<file path="src/hdl/srt_pkg.sv">
// ----------------------------------------------------------------------------
// srt_pkg
// Widths, datapath operations, jump conditions and the control program of
// the semiprime range tester.
// ----------------------------------------------------------------------------
package srt_pkg;

  localparam int VALUE_WIDTH = 16;
  localparam int FIELD_W     = 16;
  localparam int SQ_W        = 2 * VALUE_WIDTH;
  localparam int CNT_W       = $clog2(VALUE_WIDTH + 1);
  localparam int PROG_LEN    = 18;
  localparam int PC_W        = $clog2(PROG_LEN);

  typedef logic [VALUE_WIDTH-1:0] value_t;
  typedef logic [SQ_W-1:0]        square_t;
  typedef logic [FIELD_W-1:0]     field_t;
  typedef logic [PC_W-1:0]        pc_t;

  typedef enum logic [3:0] {
    OP_IDLE,
    OP_NONE,
    OP_D_INIT,
    OP_SQUARE,
    OP_DIV_START,
    OP_D_INC,
    OP_FOUND,
    OP_SEMI,
    OP_EMIT
  } srt_op_t;

  typedef enum logic [2:0] {
    C_NEXT,
    C_ALWAYS,
    C_NO_INPUT,
    C_SMALL,
    C_SQ_GT,
    C_DIV_BUSY,
    C_REM_ZERO,
    C_OUT_FULL
  } srt_cond_t;

  typedef struct packed {
    srt_op_t   op;
    srt_cond_t cond;
    pc_t       target;
  } srt_cw_t;

  typedef struct packed {
    logic in_fire;
    logic tiny;
    logic sq_gt;
    logic div_busy;
    logic rem_zero;
    logic out_full;
  } srt_flags_t;

  localparam pc_t S_IDLE  = PC_W'(0);
  localparam pc_t S_SQ1   = PC_W'(3);
  localparam pc_t S_WAIT1 = PC_W'(6);
  localparam pc_t S_FOUND = PC_W'(9);
  localparam pc_t S_SQ2   = PC_W'(10);
  localparam pc_t S_WAIT2 = PC_W'(13);
  localparam pc_t S_SEMI  = PC_W'(16);
  localparam pc_t S_EMIT  = PC_W'(17);
  localparam pc_t S_LAST  = PC_W'(PROG_LEN - 1);

  localparam value_t TWO      = VALUE_WIDTH'(2);
  localparam value_t SMALLEST = VALUE_WIDTH'(4);

  function automatic srt_cw_t mk_cw(input srt_op_t op, input srt_cond_t cond,
                                    input pc_t target);
    srt_cw_t w;
    w.op     = op;
    w.cond   = cond;
    w.target = target;
    return w;
  endfunction

  // Control program: the first search finds the least divisor of the
  // candidate, the second checks that the cofactor has none.
  function automatic srt_cw_t ucode(input pc_t pc);
    srt_cw_t w;
    unique case (pc)
      PC_W'(0):  w = mk_cw(OP_IDLE,      C_NO_INPUT, S_IDLE);
      PC_W'(1):  w = mk_cw(OP_NONE,      C_SMALL,    S_EMIT);
      PC_W'(2):  w = mk_cw(OP_D_INIT,    C_NEXT,     S_IDLE);
      PC_W'(3):  w = mk_cw(OP_SQUARE,    C_NEXT,     S_IDLE);
      PC_W'(4):  w = mk_cw(OP_NONE,      C_SQ_GT,    S_EMIT);
      PC_W'(5):  w = mk_cw(OP_DIV_START, C_NEXT,     S_IDLE);
      PC_W'(6):  w = mk_cw(OP_NONE,      C_DIV_BUSY, S_WAIT1);
      PC_W'(7):  w = mk_cw(OP_NONE,      C_REM_ZERO, S_FOUND);
      PC_W'(8):  w = mk_cw(OP_D_INC,     C_ALWAYS,   S_SQ1);
      PC_W'(9):  w = mk_cw(OP_FOUND,     C_NEXT,     S_IDLE);
      PC_W'(10): w = mk_cw(OP_SQUARE,    C_NEXT,     S_IDLE);
      PC_W'(11): w = mk_cw(OP_NONE,      C_SQ_GT,    S_SEMI);
      PC_W'(12): w = mk_cw(OP_DIV_START, C_NEXT,     S_IDLE);
      PC_W'(13): w = mk_cw(OP_NONE,      C_DIV_BUSY, S_WAIT2);
      PC_W'(14): w = mk_cw(OP_NONE,      C_REM_ZERO, S_EMIT);
      PC_W'(15): w = mk_cw(OP_D_INC,     C_ALWAYS,   S_SQ2);
      PC_W'(16): w = mk_cw(OP_SEMI,      C_NEXT,     S_IDLE);
      PC_W'(17): w = mk_cw(OP_EMIT,      C_OUT_FULL, S_EMIT);
      default:   w = mk_cw(OP_NONE,      C_ALWAYS,   S_IDLE);
    endcase
    return w;
  endfunction

endpackage

</file>
<file path="src/hdl/srt_divider.sv">
// ----------------------------------------------------------------------------
// srt_divider
// Restoring divider: one quotient bit per cycle.
// ----------------------------------------------------------------------------
module srt_divider import srt_pkg::*; (
  input  logic   clk,
  input  logic   rst_n,
  input  logic   start,
  input  value_t dividend,
  input  value_t divisor,
  output logic   busy,
  output value_t quotient,
  output value_t remainder
);

  logic                   busy_r, busy_nxt;
  logic [CNT_W-1:0]       cnt_r, cnt_nxt;
  value_t                 quo_r, quo_nxt;
  value_t                 rem_r, rem_nxt;
  value_t                 dvs_r, dvs_nxt;
  logic [VALUE_WIDTH:0]   shifted;
  logic [VALUE_WIDTH:0]   diff;

  always_comb begin
    shifted  = {rem_r, quo_r[VALUE_WIDTH-1]};
    diff     = shifted - {1'b0, dvs_r};
    busy_nxt = busy_r;
    cnt_nxt  = cnt_r;
    quo_nxt  = quo_r;
    rem_nxt  = rem_r;
    dvs_nxt  = dvs_r;
    if (start) begin
      busy_nxt = 1'b1;
      cnt_nxt  = CNT_W'(VALUE_WIDTH);
      quo_nxt  = dividend;
      rem_nxt  = '0;
      dvs_nxt  = divisor;
    end else if (busy_r) begin
      cnt_nxt = cnt_r - CNT_W'(1);
      quo_nxt = {quo_r[VALUE_WIDTH-2:0], ~diff[VALUE_WIDTH]};
      rem_nxt = diff[VALUE_WIDTH] ? shifted[VALUE_WIDTH-1:0] : diff[VALUE_WIDTH-1:0];
      if (cnt_r == CNT_W'(1)) begin
        busy_nxt = 1'b0;
      end
    end
  end

  always_ff @(posedge clk) begin
    if (!rst_n) begin
      busy_r <= 1'b0;
      cnt_r  <= '0;
    end else begin
      busy_r <= busy_nxt;
      cnt_r  <= cnt_nxt;
    end
    quo_r <= quo_nxt;
    rem_r <= rem_nxt;
    dvs_r <= dvs_nxt;
  end

  assign busy      = busy_r;
  assign quotient  = quo_r;
  assign remainder = rem_r;

endmodule

</file>
<file path="config.mk">
export PLATFORM = sky130hd
export DESIGN_NAME = srt_divider
export DESIGN_NICKNAME = d
export VERILOG_FILES = /design/src/hdl/srt_pkg.sv /design/src/hdl/srt_divider.sv
export SDC_FILE = /design/constraint.sdc
export NUM_CORES = 1
export LEC_CHECK = 0
export BUFFER_PORTS_ARGS = -buffer_cell sky130_fd_sc_hd__buf_2
export CAP_MARGIN = 10
export CELL_PAD_IN_SITES_DETAIL_PLACEMENT = 0
export CELL_PAD_IN_SITES_GLOBAL_PLACEMENT = 1
export CORE_MARGIN = 2
export CORE_UTILIZATION = 45
export CTS_BUF_LIST = sky130_fd_sc_hd__clkbuf_16
export CTS_CLUSTER_DIAMETER = 60
export DETAILED_ROUTE_END_ITERATION = 7
export GPL_TIMING_DRIVEN = 0
export PLACE_DENSITY_LB_ADDON = 0.1
export RECOVER_POWER = 50
export SLEW_MARGIN = 20
export SYNTH_ARGS = -nofsm -noshare
export SYNTH_HDL_FRONTEND = slang
export SYNTH_SLANG_ARGS = --single-unit
</file>
<file path="constraint.sdc">
create_clock -name clk -period 3.9 [get_ports clk]
set_input_delay 0.78 -clock clk [delete_from_list [all_inputs] [get_ports clk]]
set_output_delay 0.78 -clock clk [all_outputs]
set_load 0.005 [all_outputs]
</file>
* Word level (Yosys, flattened, before mapping)
Cells that the tools add are included.
** Storage, ports and cells
- Word-level logic and storage cells :: 21
- Register bits :: 54
- Output and inout bits :: 33
** Operators by class
- Bitwise operators :: 2
- Add/sub/neg operators :: 2
- Reduce and logical (&&, ||, !) cells :: 2
- Equality and inequality tests :: 1
- Mux-type cells :: 8
** Operators with widths (count)
- two-way mux 16 bit :: 3
- subtractor 17 x 16 -> 17 bit :: 1
- two-way mux 5 bit :: 2
- == test 5 x 1 -> 1 bit (second input constant) :: 1
- subtractor 5 x 1 -> 5 bit (second input constant) :: 1
- two-way mux 1 bit :: 3
- inverter 1 bit :: 2
- nonzero test 2 bit :: 1
- OR reduction 2 bit :: 1

* Depth between registers and ports, before layout
- Depth after elaboration :: 4
- Mapped depth :: 11
- Gate-level depth less buffers :: 10

* Worst setup path after synthesis
No wires, ideal clock.
- Kind :: reg2reg
- Start :: register quo_r[15] (netlist: quotient[15])
- End :: register rem_r[9] (netlist: remainder[9])
- Stages on the path, launching flop included :: 12
- Setup time :: 88 ps
- Data arrival time :: 2329 ps
- Slack :: 1483 ps
- Period minus slack after synthesis :: 2417 ps
- Cell sequence :: edfxtp_1 -> inv_1 -> ha_1 -> fa_1 -> nand2b_1 -> a21oi_2 -> o21ai_2 -> o21ai_4 -> xor2_4 -> buf_6 -> nand2_1 -> a311oi_2
** On the way
- Longest elaborated chain between the ends :: 2
** RTL lines
- start, declared :: RTL line srt_divider.sv:18 : value_t quo_r, quo_nxt;
- start signal, assigned :: RTL line srt_divider.sv:56 : quo_r <= quo_nxt;
- subtractor 17 x 16 -> 17 bit :: RTL line srt_divider.sv:26 : diff = shifted - {1'b0, dvs_r};
- two-way mux 16 bit :: RTL line srt_divider.sv:41 : rem_nxt = diff[VALUE_WIDTH] ? shifted[VALUE_WIDTH-1:0] : diff[VALUE_WIDTH-1:0];
- end signal, assigned :: RTL line srt_divider.sv:57 : rem_r <= rem_nxt;
- end, declared :: RTL line srt_divider.sv:19 : value_t rem_r, rem_nxt;
Every way passes these cells.
A chain may end at the register's enable or synchronous reset.

* Worst setup path after layout
- Start :: input start
- End :: register quo_r[12] (netlist: quotient[12]), enable pin
** On the way
- Longest elaborated chain between the ends :: 1
** RTL lines
- start, declared :: RTL line srt_divider.sv:8 : input logic start,
- nonzero test 2 bit (no line)
Every way passes these cells.

==> flow_summary_export.csv <==
group,metric,value,unit
final_layout,nets,422,
job,drv_cap,0,
logic_synthesis,synth_top_cells_by_area,"edfxtp_1 32%, dfxtp_1 15%, ha_1 7.5%",
logic_synthesis,seq_area_frac_synth,46.5,%
worst_setup_path,crit_path_cell_trace,"clkbuf_1 > clkbuf_1 > inv_1 > nand2_1",
timing,fmax,345,MHz
drt,first_iter_violations,110,
clock_network,numCtsBuffers,5,
worst_hold_path,hp-class,"flip-flop to flip-flop",
logic_synthesis,synth.most_common_cell,"nand2_1",
logic_synthesis,synth-main-ff-cell,"edfxtp_1",
global_route,grt_pass1_vias,2393,
logic_synthesis,synthArstFlopShare,0,%
logic_synthesis,synth_top_cell_area_share,31.9,%
worst_setup_path,critPathTopFamily,"buffers and inverters",
drt,drcViolationCount,3,
drt,routed_wl,6960,um
clock_network,cts.clk_slew.worst_paths,0.08,ns
logic_synthesis,synthTopCellsByCount,"38 x nand2_1, 32 x edfxtp_1, 26 x nor2_1, 23 x inv_1, 22 x dfxtp_1",
final_layout,drive_gt1_share,25.7,%
timing,fin_crit_sh,74.4,%
placed_design,numPortBuffers,67,
clock_network,clock_latency,0.30,ns
timing,finalSetupTns,0,ns
clock_network,clockRootBuffer,"clkbuf_16",
clock_network,ctsHoldBuffers,0,
global_route,antenna_found_initial,0,
floorplanning,die_area,0.00737,mm2
worst_setup_path,slowest_stage,"clkbuf_1",
logic_synthesis,synth_edf_count,32,
worst_setup_path,end_kind,"flip-flop",
timing,grt_setup_unrepaired,"no",
floorplanning,ios,68,
power,power.share.clock,29.9,%
timing,timing.final.crit_period,2.90,ns
power,ir_worst_vdd,0.000205,V
timing,hold_viol,0,
floorplanning,die_y,85.9,um
drt,first_pass_iters,8,
power,p_sw_share,30.7,%
logic_synthesis,synth_top_area_cell,"edfxtp_1",
timing,clock-skew-final,0.0120,ns
clock_network,htreeDepth,2,
global_route,grt_util_met2,31.9,%
status,violations,"DRC",
drt,drtAntennaViolNets,0,
logic_synthesis,ys_seq_elements,54,
worst_setup_path,path_class,"primary input to flip-flop",
floorplanning,die_x,85.9,um
clock_network,cts_setup_buffers,0,
worst_setup_path,crit_fanout,22,
power,cellLeakagePower,0.00152,uW
power,combPwrFrac,25.1,%
floorplanning,rows,29,
global_route,grt-ovfl-total,0,
timing,relSlewSlack,16.6,%
drt,dr_total_vias,2406,
worst_setup_path,cp-start-kind,"primary input",
final_layout,syn_to_final_growth,19.0,%
placed_design,place_area,0.00345,mm2
logic_synthesis,ys_types,48,
global_route,grt_pass1_wl,11700,um
clock_network,cts_resized,0,
global_route,grt_max_degree,23,
global_route,grt_use_met1,28.3,%
global_route,track_usage,20.0,%
timing,report.final.setup_viol,0,
power,p_seq_share,45.0,%
worst_setup_path,arrival,2.84,ns
global_route,met3_usage,3.85,%
power,p_per_area,433,mW/mm2
power,cell_internal_pwr,1080,uW
floorplanning,initial_utilization,47.0,%
timing,worst_pin_slew,1.25,ns
timing,maxSlewViolCount,0,
worst_setup_path,crit_path_frequent_cell,"clkbuf_1",
logic_synthesis,synth_cells,294,
worst_setup_path,slowest_delay,0.89,ns
global_route,top_usage_layer,"met2",
status,outcome,"finished with violations",
floorplanning,core,0.00642,mm2
drt,wl_per_cell,15.6,um
placed_design,routabilityCongestion,0.900,
worst_setup_path,path_buf_inv,3,
power,p_sw,476,uW
final_layout,diodes,0,
worst_setup_path,cp.required,3.84,ns
drt,vias_per_cell,5.39,
clock_network,tritoncts,"built",
logic_synthesis,syn_area,0.00302,mm2
clock_network,cts_buffer_depth,2,
logic_synthesis,ys_warn_count,0,
final_layout,design_area,0.00359,mm2
logic_synthesis,syn_area_per_cell,10.3,um2
logic_synthesis,syn_nets,348,
clock_network,cts_sinks,54,
placed_design,hpwl,5060,um
## layout by cell type (no fill, tap or decap), types with 3 or more instances in the layout
cell type,count
buf_2,58
nand4_1,3
dfxtp_1,22
buf_1,3
mux2_2,15
nand2b_1,8
a21oi_1,16
clkbuf_16,5
ha_1,18
xnor2_1,8
nand3_1,7
o21ai_0,7
a31oi_1,3
nor3b_1,3
nor2_1,26
nand2_1,38
clkbuf_1,14
a21oi_2,3
edfxtp_1,32
o211ai_1,3
a311oi_1,9
inv_1,23
xor2_1,8
## per-layer routing
metal	part of all wire, %	up-vias
met5	0	-
met4	0.66	0
met3	4.8	4
met2	47	61
met1	47	1143
li1	-	1198
## path summary, 6_finish.rpt
kind           startpoint           end  slack [ns]  cells past startpoint
max                 start  quotient[12]         1.0                      4
min          remainder[3]  remainder[4]        0.51                      2
max reg2reg  quotient[15]  remainder[2]        1.09                     11
min reg2reg  remainder[3]  remainder[4]        0.51                      2
## cells by family (layout without fill, tap and decap cells)
family          count (synthesis)  after routing  share of synthesized area, %
xor+xnor                       18             18                          6.10
simple gates                   94             94                          14.1
buf+inv                        33            108                          4.60
mux                            16             16                          5.93
compound gates                 60             60                          14.6
fa+ha+maj                      19             19                          8.13
flops                          54             54                          46.5
## registers in the layout (all words and copies together) (netlist names)
register	flops
cnt_r	5
remainder	16
dvs_r	16
quotient	16
busy	1
## final cells by class
type | count | area (um2)
repair buffers | 67 | 324
multi-input cells | 207 | 1480
fillers | 619 | 2830
well taps | 77 | 96.3
clock inverters | 3 | 26.3
plain buffers | 10 | 52.6
flip-flops and latches | 54 | 1400
inverters | 23 | 86.3
clock buffers | 5 | 125
## power groups by stage
| stage | logic, uW | registers (uW) | clock network (uW) |
|---|---|---|---|
| finish | 389 | 699 | 465 |
| global route | 435 | 708 | 497 |
| CTS | 392 | 699 | 475 |
| detailed placement | 391 | 711 | 0 |
| global placement | 388 | 710 | 0 |
| floorplan | 268 | 708 | 0 |
## worst min-delay path, delay by kind of cell (launching register included)
kind,cells,cell delay [ns]
flops,1,0.33
compound gates,1,0.07
simple gates,1,0.06
## metrics by stage
stage               setup WS (ns)  hold WS, ns  power, uW  std cells  utilization [%]
finish                      0.999        0.509       1550        446             55.9
global route                0.798        0.554       1640        446             55.9
CTS                          1.09        0.514       1570        446             56.0
detailed placement           1.12        0.503       1100        438             53.7
global placement             1.13        0.485       1100        438             53.7
floorplan                    1.48        0.469        976        294                -
(Power assumes the default switching activity.)
